**src/rtl/hsa_pkg.sv**
```systemverilog
// Package: shared constants, types and hash helpers for the sketch accumulator.
`default_nettype none
package hsa_pkg;
    localparam int WAYS        = 4;
    localparam int BUCKET_BITS = 3;
    localparam int BUCKETS     = 1 << BUCKET_BITS;
    localparam int SLOTS       = WAYS * BUCKETS;
    localparam int WAY_BITS    = (WAYS > 1) ? $clog2(WAYS) : 1;
    localparam int SLOT_BITS   = $clog2(SLOTS);
    localparam int WCNT_BITS   = $clog2(WAYS + 1);
    localparam int SCNT_BITS   = $clog2(SLOTS + 1);
    localparam int ENTRY_W     = 96;

    localparam logic [31:0] HASH_INIT = 32'hdeadbeef + 32'd8 + 32'd1032032634;
    localparam logic [31:0] HASH_SEED2 = 32'd2818135537;

    localparam logic [1:0] KIND_EVICT = 2'd0;
    localparam logic [1:0] KIND_FLUSH = 2'd1;
    localparam logic [1:0] KIND_END   = 2'd2;

    // Commands from controller to datapath
    typedef struct packed {
        logic                 load_item;  // capture input item and seed the hash state
        logic                 hash_step;  // advance one mixing round
        logic                 rd_en;      // read slot at rd_addr
        logic [SLOT_BITS-1:0] rd_addr;
        logic                 track;      // fold read slot into victim search
        logic                 track_first;
        logic                 wr_en;      // write input item into slot
        logic                 wr_acc;     // write sum instead of item value
        logic [SLOT_BITS-1:0] wr_addr;
        logic                 out_load;   // load output register
        logic [1:0]           out_kind;   // evict, flush or end-marker kind
        logic                 out_last;
        logic                 out_victim; // take held victim instead of read data
        logic                 victim_save;// latch evicted entry before overwrite
    } hsa_cmd_t;

    // Status from datapath to controller
    typedef struct packed {
        logic [BUCKET_BITS-1:0] bucket;
        logic                   hit;       // read slot matches item key
        logic [WAY_BITS-1:0]    victim_way;
        logic                   out_full;
    } hsa_sts_t;

    function automatic logic [31:0] rotl(input logic [31:0] x, input int k);
        rotl = (x << k) | (x >> (32 - k));
    endfunction

    function automatic logic [31:0] mag(input logic [31:0] v);
        mag = v[31] ? (32'd0 - v) : v;
    endfunction
endpackage
`default_nettype wire

```
**src/rtl/hsa_ram.sv**
```systemverilog
// Generic single-port-write, single-port-read RAM with registered read.
`default_nettype none
module hsa_ram #(
    parameter int WIDTH = 8,
    parameter int DEPTH = 16
) (
    input  wire logic                     aclk,
    input  wire logic                     wr_en,
    input  wire logic [$clog2(DEPTH)-1:0] wr_addr,
    input  wire logic [WIDTH-1:0]         wr_data,
    input  wire logic                     rd_en,
    input  wire logic [$clog2(DEPTH)-1:0] rd_addr,
    output logic      [WIDTH-1:0]         rd_data
);
    logic [WIDTH-1:0] mem_reg [DEPTH];

    always_ff @(posedge aclk) begin
        if (wr_en) begin
            mem_reg[wr_addr] <= wr_data;
        end
        if (rd_en) begin
            rd_data <= mem_reg[rd_addr];
        end
    end
endmodule
`default_nettype wire

```
**src/rtl/hsa_datapath.sv**
```systemverilog
// Datapath: hash rounds, slot memory, valid bits, victim search and output register.
`default_nettype none
module hsa_datapath (
    input  wire logic             aclk,
    input  wire logic             aresetn,
    input  wire logic [31:0]      in_row,
    input  wire logic [31:0]      in_col,
    input  wire logic [31:0]      in_value,
    input  wire hsa_pkg::hsa_cmd_t cmd,
    input  wire logic             valid_set,
    input  wire logic [hsa_pkg::SLOT_BITS-1:0] valid_addr,
    input  wire logic             valid_clear,
    output logic [hsa_pkg::SLOTS-1:0] valid_bits,
    output hsa_pkg::hsa_sts_t     sts,
    input  wire logic             out_take,
    output logic [1:0]            o_kind,
    output logic [31:0]           o_row,
    output logic [31:0]           o_col,
    output logic [31:0]           o_value,
    output logic                  o_last
);
    logic [31:0] row_reg, col_reg, val_reg;
    logic [31:0] ha_reg, hb_reg, hc_reg, ha_next, hb_next, hc_next;
    logic [2:0]  round_reg;
    logic [hsa_pkg::ENTRY_W-1:0] rd_data, wr_data;
    logic [hsa_pkg::SLOTS-1:0] valid_reg;
    logic [31:0] vmag_reg;
    logic [hsa_pkg::WAY_BITS-1:0] vway_reg, tway_reg;
    logic [hsa_pkg::ENTRY_W-1:0] victim_reg;
    logic        full_reg;
    logic [31:0] rmag;

    // Input capture and first six lookup3 final-mix steps, one round a cycle
    always_comb begin
        ha_next = ha_reg;
        hb_next = hb_reg;
        hc_next = hc_reg;
        case (round_reg)
            3'd0: hc_next = (hc_reg ^ hb_reg) - hsa_pkg::rotl(hb_reg, 14);
            3'd1: ha_next = (ha_reg ^ hc_reg) - hsa_pkg::rotl(hc_reg, 11);
            3'd2: hb_next = (hb_reg ^ ha_reg) - hsa_pkg::rotl(ha_reg, 25);
            3'd3: hc_next = (hc_reg ^ hb_reg) - hsa_pkg::rotl(hb_reg, 16);
            3'd4: ha_next = (ha_reg ^ hc_reg) - hsa_pkg::rotl(hc_reg, 4);
            3'd5: hb_next = (hb_reg ^ ha_reg) - hsa_pkg::rotl(ha_reg, 14);
            default: ;
        endcase
    end

    always_ff @(posedge aclk) begin
        if (cmd.load_item) begin
            row_reg   <= in_row;
            col_reg   <= in_col;
            val_reg   <= in_value;
            ha_reg    <= hsa_pkg::HASH_INIT + in_row;
            hb_reg    <= hsa_pkg::HASH_INIT + in_col;
            hc_reg    <= hsa_pkg::HASH_INIT + hsa_pkg::HASH_SEED2;
            round_reg <= 3'd0;
        end else if (cmd.hash_step) begin
            ha_reg    <= ha_next;
            hb_reg    <= hb_next;
            hc_reg    <= hc_next;
            round_reg <= round_reg + 3'd1;
        end
    end

    // Slot memory: {value, col, row}
    assign wr_data = cmd.wr_acc ? {rd_data[95:64] + val_reg, col_reg, row_reg}
                                : {val_reg, col_reg, row_reg};
    hsa_ram #(.WIDTH(hsa_pkg::ENTRY_W), .DEPTH(hsa_pkg::SLOTS)) u_ram (
        .aclk    (aclk),
        .wr_en   (cmd.wr_en),
        .wr_addr (cmd.wr_addr),
        .wr_data (wr_data),
        .rd_en   (cmd.rd_en),
        .rd_addr (cmd.rd_addr),
        .rd_data (rd_data)
    );

    // Valid bits
    always_ff @(posedge aclk) begin
        if (!aresetn || valid_clear) begin
            valid_reg <= '0;
        end else if (valid_set) begin
            valid_reg[valid_addr] <= 1'b1;
        end
    end
    assign valid_bits = valid_reg;

    // Victim search over the ways read so far
    assign rmag = hsa_pkg::mag(rd_data[95:64]);
    always_ff @(posedge aclk) begin
        if (cmd.track) begin
            if (cmd.track_first || rmag < vmag_reg) begin
                vmag_reg <= rmag;
                vway_reg <= cmd.track_first ? '0 : tway_reg;
            end
            if (cmd.track_first) begin
                tway_reg <= hsa_pkg::WAY_BITS'(1);
            end else begin
                tway_reg <= tway_reg + 1'b1;
            end
        end
        if (cmd.victim_save) begin
            victim_reg <= rd_data;
        end
    end

    // Output register
    always_ff @(posedge aclk) begin
        if (!aresetn) begin
            full_reg <= 1'b0;
        end else if (cmd.out_load) begin
            full_reg <= 1'b1;
        end else if (out_take) begin
            full_reg <= 1'b0;
        end
    end
    always_ff @(posedge aclk) begin
        if (cmd.out_load) begin
            o_kind <= cmd.out_kind;
            o_last <= cmd.out_last;
            if (cmd.out_kind == hsa_pkg::KIND_END) begin
                {o_value, o_col, o_row} <= '0;
            end else if (cmd.out_victim) begin
                {o_value, o_col, o_row} <= victim_reg;
            end else begin
                {o_value, o_col, o_row} <= rd_data;
            end
        end
    end

    assign sts.bucket     = hb_reg[hsa_pkg::BUCKET_BITS-1:0];
    assign sts.hit        = (rd_data[31:0] == row_reg) && (rd_data[63:32] == col_reg);
    assign sts.victim_way = vway_reg;
    assign sts.out_full   = full_reg;
endmodule
`default_nettype wire

```
**src/rtl/hsa_ctrl.sv**
```systemverilog
// Controller: sequences hashing, way probing, eviction and flush sweeps.
`default_nettype none
module hsa_ctrl (
    input  wire logic             aclk,
    input  wire logic             aresetn,
    input  wire logic             in_req,
    input  wire logic             in_flush,
    output logic                  in_ready,
    input  wire hsa_pkg::hsa_sts_t sts,
    input  wire logic [hsa_pkg::SLOTS-1:0] valid_bits,
    input  wire logic             out_take,
    output hsa_pkg::hsa_cmd_t     cmd,
    output logic                  valid_set,
    output logic [hsa_pkg::SLOT_BITS-1:0] valid_addr,
    output logic                  valid_clear
);
    localparam logic [3:0] S_IDLE  = 4'd0;
    localparam logic [3:0] S_HASH  = 4'd1;
    localparam logic [3:0] S_PROBE = 4'd2;
    localparam logic [3:0] S_CHECK = 4'd3;
    localparam logic [3:0] S_VREAD = 4'd4;
    localparam logic [3:0] S_EVICT = 4'd5;
    localparam logic [3:0] S_FREAD = 4'd6;
    localparam logic [3:0] S_FEMIT = 4'd7;
    localparam logic [3:0] S_END   = 4'd8;

    logic [3:0] state_reg, state_next;
    logic [2:0] cnt_reg, cnt_next;
    logic [hsa_pkg::WCNT_BITS-1:0] way_reg, way_next;
    logic [hsa_pkg::SCNT_BITS-1:0] slot_reg, slot_next;
    logic [hsa_pkg::SLOT_BITS-1:0] probe_addr, victim_addr, slot_addr;
    logic [hsa_pkg::WAY_BITS-1:0]  way_idx;
    logic out_free;

    assign way_idx     = way_reg[hsa_pkg::WAY_BITS-1:0];
    assign probe_addr  = hsa_pkg::SLOT_BITS'({way_idx, sts.bucket});
    assign victim_addr = hsa_pkg::SLOT_BITS'({sts.victim_way, sts.bucket});
    assign slot_addr   = slot_reg[hsa_pkg::SLOT_BITS-1:0];
    assign out_free    = !sts.out_full || out_take;
    assign in_ready    = (state_reg == S_IDLE);

    always_ff @(posedge aclk) begin
        if (!aresetn) begin
            state_reg <= S_IDLE;
            cnt_reg   <= '0;
            way_reg   <= '0;
            slot_reg  <= '0;
        end else begin
            state_reg <= state_next;
            cnt_reg   <= cnt_next;
            way_reg   <= way_next;
            slot_reg  <= slot_next;
        end
    end

    // Next state and commands
    always_comb begin
        state_next  = state_reg;
        cnt_next    = cnt_reg;
        way_next    = way_reg;
        slot_next   = slot_reg;
        cmd         = '0;
        valid_set   = 1'b0;
        valid_addr  = probe_addr;
        valid_clear = 1'b0;
        case (state_reg)
            S_IDLE: begin
                if (in_req) begin
                    cmd.load_item = 1'b1;
                    cnt_next  = '0;
                    way_next  = '0;
                    slot_next = '0;
                    state_next = in_flush ? S_FREAD : S_HASH;
                end
            end
            S_HASH: begin
                cmd.hash_step = 1'b1;
                cnt_next = cnt_reg + 3'd1;
                if (cnt_reg == 3'd5) begin
                    state_next = S_PROBE;
                end
            end
            S_PROBE: begin
                // free way takes the item at once; otherwise read it
                if (!valid_bits[probe_addr]) begin
                    cmd.wr_en   = 1'b1;
                    cmd.wr_addr = probe_addr;
                    valid_set   = 1'b1;
                    state_next  = S_IDLE;
                end else begin
                    cmd.rd_en   = 1'b1;
                    cmd.rd_addr = probe_addr;
                    state_next  = S_CHECK;
                end
            end
            S_CHECK: begin
                if (sts.hit) begin
                    cmd.wr_en   = 1'b1;
                    cmd.wr_acc  = 1'b1;
                    cmd.wr_addr = probe_addr;
                    state_next  = S_IDLE;
                end else begin
                    cmd.track       = 1'b1;
                    cmd.track_first = (way_reg == '0);
                    way_next = way_reg + 1'b1;
                    state_next = (way_reg == hsa_pkg::WCNT_BITS'(hsa_pkg::WAYS - 1))
                                 ? S_VREAD : S_PROBE;
                end
            end
            S_VREAD: begin
                cmd.rd_en   = 1'b1;
                cmd.rd_addr = victim_addr;
                state_next  = S_EVICT;
            end
            S_EVICT: begin
                if (out_free) begin
                    cmd.victim_save = 1'b1;
                    cmd.out_load    = 1'b1;
                    cmd.out_kind    = hsa_pkg::KIND_EVICT;
                    cmd.out_last    = 1'b1;
                    cmd.wr_en       = 1'b1;
                    cmd.wr_addr     = victim_addr;
                    state_next      = S_IDLE;
                end
            end
            S_FREAD: begin
                // sweep slots in way-major order; slot index is {way, bucket}
                if (slot_reg == hsa_pkg::SCNT_BITS'(hsa_pkg::SLOTS)) begin
                    state_next = S_END;
                end else if (valid_bits[slot_addr]) begin
                    cmd.rd_en   = 1'b1;
                    cmd.rd_addr = slot_addr;
                    state_next  = S_FEMIT;
                end else begin
                    slot_next = slot_reg + 1'b1;
                end
            end
            S_FEMIT: begin
                if (out_free) begin
                    cmd.out_load = 1'b1;
                    cmd.out_kind = hsa_pkg::KIND_FLUSH;
                    slot_next    = slot_reg + 1'b1;
                    state_next   = S_FREAD;
                end
            end
            S_END: begin
                if (out_free) begin
                    cmd.out_load = 1'b1;
                    cmd.out_kind = hsa_pkg::KIND_END;
                    cmd.out_last = 1'b1;
                    valid_clear  = 1'b1;
                    state_next   = S_IDLE;
                end
            end
            default: state_next = S_IDLE;
        endcase
    end
endmodule
`default_nettype wire

```
**src/rtl/hashed_sketch_accumulator.sv**
```systemverilog
// Hashed sketch accumulator: set-associative (row, col) summing table.
// Insert: accept, 6 hash rounds, then ways in turn: a free way takes the item, a key
// match sums the values; if all miss, the way of least magnitude is evicted.
// Flush: every valid slot is emitted in slot order, then the end marker.
// The output register lets the next item be taken while a result waits.
// aresetn (synchronous, active low) clears control state and all slot valid bits.
`default_nettype none
module hashed_sketch_accumulator (
    input  wire logic        aclk,
    input  wire logic        aresetn,
    input  wire logic        s_tvalid,
    output logic             s_tready,
    input  wire logic [95:0] s_tdata,  // row_index[31:0], col_index[63:32], value[95:64]
    input  wire logic        s_tuser,  // req_type
    output logic             m_tvalid,
    input  wire logic        m_tready,
    output logic [95:0]      m_tdata,  // out_row[31:0], out_col[63:32], out_value[95:64]
    output logic [1:0]       m_tuser,  // kind
    output logic             m_tlast   // last
);
    hsa_pkg::hsa_cmd_t cmd;
    hsa_pkg::hsa_sts_t sts;
    logic [hsa_pkg::SLOTS-1:0] valid_bits;
    logic valid_set, valid_clear;
    logic [hsa_pkg::SLOT_BITS-1:0] valid_addr;
    logic out_take;
    logic [31:0] o_row, o_col, o_value;

    assign out_take = m_tvalid && m_tready;

    hsa_ctrl u_ctrl (
        .aclk        (aclk),
        .aresetn     (aresetn),
        .in_req      (s_tvalid),
        .in_flush    (s_tuser),
        .in_ready    (s_tready),
        .sts         (sts),
        .valid_bits  (valid_bits),
        .out_take    (out_take),
        .cmd         (cmd),
        .valid_set   (valid_set),
        .valid_addr  (valid_addr),
        .valid_clear (valid_clear)
    );

    hsa_datapath u_dp (
        .aclk        (aclk),
        .aresetn     (aresetn),
        .in_row      (s_tdata[31:0]),
        .in_col      (s_tdata[63:32]),
        .in_value    (s_tdata[95:64]),
        .cmd         (cmd),
        .valid_set   (valid_set),
        .valid_addr  (valid_addr),
        .valid_clear (valid_clear),
        .valid_bits  (valid_bits),
        .sts         (sts),
        .out_take    (out_take),
        .o_kind      (m_tuser),
        .o_row       (o_row),
        .o_col       (o_col),
        .o_value     (o_value),
        .o_last      (m_tlast)
    );

    assign m_tvalid = sts.out_full;
    assign m_tdata  = {o_value, o_col, o_row};

    // An end marker always carries last and a zero payload
    a_end_last: assert property (@(posedge aclk) disable iff (!aresetn)
        (m_tvalid && m_tuser == hsa_pkg::KIND_END) |-> (m_tlast && m_tdata == '0))
        else $error("end marker without last or with payload");
    // A flushed entry never carries last
    a_flush_nolast: assert property (@(posedge aclk) disable iff (!aresetn)
        (m_tvalid && m_tuser == hsa_pkg::KIND_FLUSH) |-> !m_tlast)
        else $error("flushed entry marked last");
    // The table is empty after an end marker is loaded
    a_clear: assert property (@(posedge aclk) disable iff (!aresetn)
        valid_clear |=> (valid_bits == '0))
        else $error("table not cleared by flush");
endmodule
`default_nettype wire
```
**config.mk**
```make
export PLATFORM = sky130hd
export DESIGN_NAME = hashed_sketch_accumulator
export DESIGN_NICKNAME = d
export VERILOG_FILES = /design/src/rtl/hsa_pkg.sv /design/src/rtl/hsa_ram.sv /design/src/rtl/hsa_datapath.sv /design/src/rtl/hsa_ctrl.sv /design/src/rtl/hashed_sketch_accumulator.sv
export SDC_FILE = /design/constraint.sdc
export NUM_CORES = 2
export LEC_CHECK = 0
export ABC_CLOCK_PERIOD_IN_PS = 18260
export BUFFER_PORTS_ARGS = -buffer_cell sky130_fd_sc_hd__buf_2
export CORE_UTILIZATION = 37
export CTS_BUF_LIST = sky130_fd_sc_hd__clkbuf_16
export CTS_CLUSTER_DIAMETER = 80
export DETAILED_ROUTE_END_ITERATION = 8
export PLACE_DENSITY_LB_ADDON = 0.08
export SETUP_SLACK_MARGIN = 0.5
export SLEW_MARGIN = 10
export SYNTH_ARGS = -nofsm -noshare
export SYNTH_HDL_FRONTEND = slang
export SYNTH_SLANG_ARGS = --single-unit
```
**constraint.sdc**
```tcl
create_clock -name aclk -period 18.26 [get_ports aclk]
set_clock_uncertainty 0.05 [all_clocks]
set_input_delay 0.913 -clock aclk [delete_from_list [all_inputs] [get_ports aclk]]
set_output_delay 0.913 -clock aclk [all_outputs]
set_load 0.03 [all_outputs]
```
==> insert_results.sql <==
INSERT INTO impl_metrics (metric_group, metric, value, unit) VALUES
('worst_hold_path', 'holdPathEnd', 'u_dp.val_reg[26]', ''),
('cells_and_area', 'synth_to_final_area_change', '13.9', '%'),
('global_route', 'grt_pass1_wl', '718', 'mm'),
('synthesis', 'postSynthNetCount', '10700', ''),
('pwr', 'total_leakage_power', '56.3', 'nW'),
('clock_tree', 'clock_edge_transition_at_the_registers_on_the_reported_setup_and_hold_paths', '60', 'ps'),
('synthesis', 'post_synth_num_cell_types', '78', ''),
('synthesis', 'syn-cell-area', '0.146', 'sq mm'),
('synthesis', 'yosys_register_bits', '3547', ''),
('global_route', 'globalRoute.totalOverflow', '0', ''),
('global_route', 'antenna_found_initial', '25', ''),
('worst_setup_path', 'rr_worst_depth', '14', ''),
('sta', 'worst-slew-pin-transition', '1320', 'ps'),
('worst_setup_path', 'r2r_slack', '10090', 'ps'),
('worst_hold_path', 'timing.hold.worst.class', 'in -> reg', ''),
('global_route', 'grt_most_used_layer', 'met2', ''),
('sta', 'fin_crit_sh', '0.448', ''),
('clock_tree', 'cts_made_buffers', '399', ''),
('sta', 'setup_total_negative_slack', '0', 'ps'),
('clock_tree', 'cts_resized', '0', ''),
('global_route', 'track_usage', '0.256', ''),
('cells_and_area', 'largest_register_ffs', '3072', ''),
('synthesis', 'synthesis.instances', '10400', ''),
('sta', 'finalSetupViolCount', '0', ''),
('sta', 'slew-limit-headroom', '0.120', ''),
('place', 'detailed_place_hpwl', '277', 'mm'),
('pwr', 'max-vdd-ir-drop', '144', 'uV'),
('synthesis', 'synth_async_sr_flop_share', '0', ''),
('routing', 'dr_total_vias', '92500', ''),
('worst_setup_path', 'setup.worst_path.start_class', 'flip-flop', ''),
('floorplanning', 'core', '0.393', 'sq mm'),
('run', 'max_cap_viol_count', '0', ''),
('worst_hold_path', 'worst_hold_startpoint', 's_tdata[90]', ''),
('clock_tree', 'numClockSinks', '3547', ''),
('pwr', 'power.total', '25.5', 'mW'),
('routing', 'routed_wl', '520', 'mm'),
('worst_hold_path', 'min_path_cells', '1', ''),
('synthesis', 'synth_most_common_cell', 'sky130_fd_sc_hd__edfxtp_1', ''),
('sta', 'fmax', '122', 'MHz'),
('routing', 'route.antenna.remaining_nets', '0', ''),
('cells_and_area', 'share_of_final_layout_standard_cells_stronger_than_drive_strength_1', '0.118', ''),
('synthesis', 'synth_flop_cell', 'sky130_fd_sc_hd__edfxtp_1', ''),
('routing', 'number_of_detailed_route_iterations_in_the_first_pass', '8', ''),
('global_route', 'grt_util_met2', '0.428', ''),
('sta', 'grt_setup_unrepaired', 'false', ''),
('place', 'count_of_buffers_from_port_buffering', '201', ''),
('sta', 'max_slew_vio_count', '0', ''),
('floorplanning', 'fp.dieArea', '0.397', 'sq mm'),
('synthesis', 'postSynthAreaPerCell', '14.0', 'sq um'),
('worst_setup_path', 'worst-setup-path-type', 'reg -> reg', ''),
('place', 'routabilityCongestion', '0.865', ''),
('synthesis', 'synth.top_cells.by_area', 'sky130_fd_sc_hd__edfxtp_1 71%, sky130_fd_sc_hd__nand2_1 6.3%, sky130_fd_sc_hd__nand3_1 3.7%', ''),
('routing', 'remaining_routing_drc_violations', '0', ''),
('cells_and_area', 'nNetsFinal', '11000', ''),
('routing', 'detail_route.wl_per_cell', '32.0', 'um'),
('place', 'placement.cell_area', '0.154', 'sq mm'),
('floorplanning', 'die_x', '630', 'um'),
('clock_tree', 'clock_latency', '970', 'ps'),
('worst_setup_path', 'rr_endpoint', 'u_dp.u_ram.mem_reg[5][68]', ''),
('worst_setup_path', 'cp.arrival', '8670', 'ps'),
('cells_and_area', 'final_design_area_no_fill', '0.166', 'sq mm'),
('global_route', 'grtUsageMet1', '0.352', ''),
('floorplanning', 'ios', '202', ''),
('floorplanning', 'start_util', '0.372', ''),
('synthesis', 'synth_sequential_area_ratio', '0.723', ''),
('pwr', 'power.density', '153', 'mW/mm^2'),
('cells_and_area', 'finalCoreUtilization', '0.424', ''),
('synthesis', 'post_synth_most_frequent_cells', '3463 x sky130_fd_sc_hd__edfxtp_1, 2469 x sky130_fd_sc_hd__nand2_1, 1078 x sky130_fd_sc_hd__nand3_1', ''),
('worst_setup_path', 'cp_max_fo', '33', ''),
('floorplanning', 'chipHeight', '630', 'um'),
('outcome', 'run_status', 'completed', '');
==> worst max-delay path, stage by stage, from the launching register on <==
cell	delay [ps]
sky130_fd_sc_hd__edfxtp_1	820
sky130_fd_sc_hd__xnor2_1	770
sky130_fd_sc_hd__nand4_1	580
sky130_fd_sc_hd__nor4_1	510
sky130_fd_sc_hd__nand4_1	360
sky130_fd_sc_hd__nand3b_1	290
sky130_fd_sc_hd__buf_4	280
sky130_fd_sc_hd__and2_1	230
sky130_fd_sc_hd__nand2_1	230
sky130_fd_sc_hd__nand2_1	180
sky130_fd_sc_hd__or2_2	450
sky130_fd_sc_hd__nor2_4	610
sky130_fd_sc_hd__buf_4	720
sky130_fd_sc_hd__buf_4	670
sky130_fd_sc_hd__buf_4	790
==> cells by family after synthesis <==
logic type / count (synthesis) / share of synthesized area
simple gates: 4203 / 0.125
xor+xnor: 341 / 0.0204
mux: 336 / 0.0410
flops: 3547 / 0.723
compound gates: 1174 / 0.0539
buf+inv: 672 / 0.0212
fa+ha+maj: 176 / 0.0153
==> what timing repair did <==
action / in CTS / in global routing
endpoints found under the setup margin: 0 / 0
hold buffers: 12 / 0
hold endpoints to repair: 12 / 0
==> metal layers <==
layer	up-vias	wire length, um
li1	39800	-
met1	48500	223000
met2	3476	251000
met3	723	30800
met4	4	15500
met5	-	32
==> cell usage in the layout (no fill, tap or decap), types with 36 or more instances in the layout <==
cell type	n
sky130_fd_sc_hd__a31oi_1	133
sky130_fd_sc_hd__inv_1	180
sky130_fd_sc_hd__xnor2_1	186
sky130_fd_sc_hd__edfxtp_1	3463
sky130_fd_sc_hd__clkbuf_16	407
sky130_fd_sc_hd__buf_2	201
sky130_fd_sc_hd__a32oi_1	193
sky130_fd_sc_hd__mux2i_1	114
sky130_fd_sc_hd__dfxtp_1	84
sky130_fd_sc_hd__nor3_1	43
sky130_fd_sc_hd__a21oi_1	361
sky130_fd_sc_hd__mux4_2	208
sky130_fd_sc_hd__nand4_1	136
sky130_fd_sc_hd__a2111oi_0	98
sky130_fd_sc_hd__nand2b_1	36
sky130_fd_sc_hd__o21ai_0	117
sky130_fd_sc_hd__ha_1	171
sky130_fd_sc_hd__a21o_1	67
sky130_fd_sc_hd__buf_4	211
sky130_fd_sc_hd__nand3_1	1078
sky130_fd_sc_hd__nor2_1	167
sky130_fd_sc_hd__clkinv_2	60
sky130_fd_sc_hd__xor2_1	154
sky130_fd_sc_hd__and2_1	108
sky130_fd_sc_hd__nand2_1	2463
sky130_fd_sc_hd__clkinv_1	104
==> stage by stage <==
step	instances	hold WS (ps)	setup WS [ps]
finish	16300	86.3	10090
global route	16300	41.8	10060
CTS	16300	4.95	10030
detailed placement	15500	433	10080
global placement	15500	411	10060
floorplan	10400	398	8520
==> where the power goes <==
| group | internal [mW] | switching [mW] |
|---|---|---|
| registers | 10.1 | 0.658 |
| logic | 2.34 | 4.68 |
| clock network | 4.40 | 3.34 |
| total | 16.8 | 8.68 |
==> worst max-delay path by stage <==
stage	cells past startpoint	slack (ps)	startpoint	end
6_report	14	10090	u_dp.row_reg[2]	u_dp.u_ram.mem_reg[5][68]
5_1_grt	14	10060	u_dp.row_reg[2]	u_dp.u_ram.mem_reg[5][68]
3_5_place_dp	14	10080	u_dp.col_reg[31]	u_dp.u_ram.mem_reg[5][72]
3_3_place_gp	14	10060	u_dp.col_reg[31]	u_dp.u_ram.mem_reg[5][72]
2_1_floorplan	12	8520	u_dp.hb_reg[0]	u_dp.u_ram.mem_reg[4][0]
4_1_cts	14	10030	u_dp.col_reg[31]	u_dp.u_ram.mem_reg[5][68]
==> layout make-up <==
type | instances | area (sq um)
antenna | 19 | 47.5
sequential | 3547 | 106000
fill | 35800 | 226000
clock buffer | 407 | 10200
tap | 5220 | 6530
timing repair buffer | 456 | 3350
inverter | 93 | 357
multi-input combinational | 6230 | 38000
clock inverter | 312 | 2270
No activity file was read; power rests on OpenSTA's default activity.
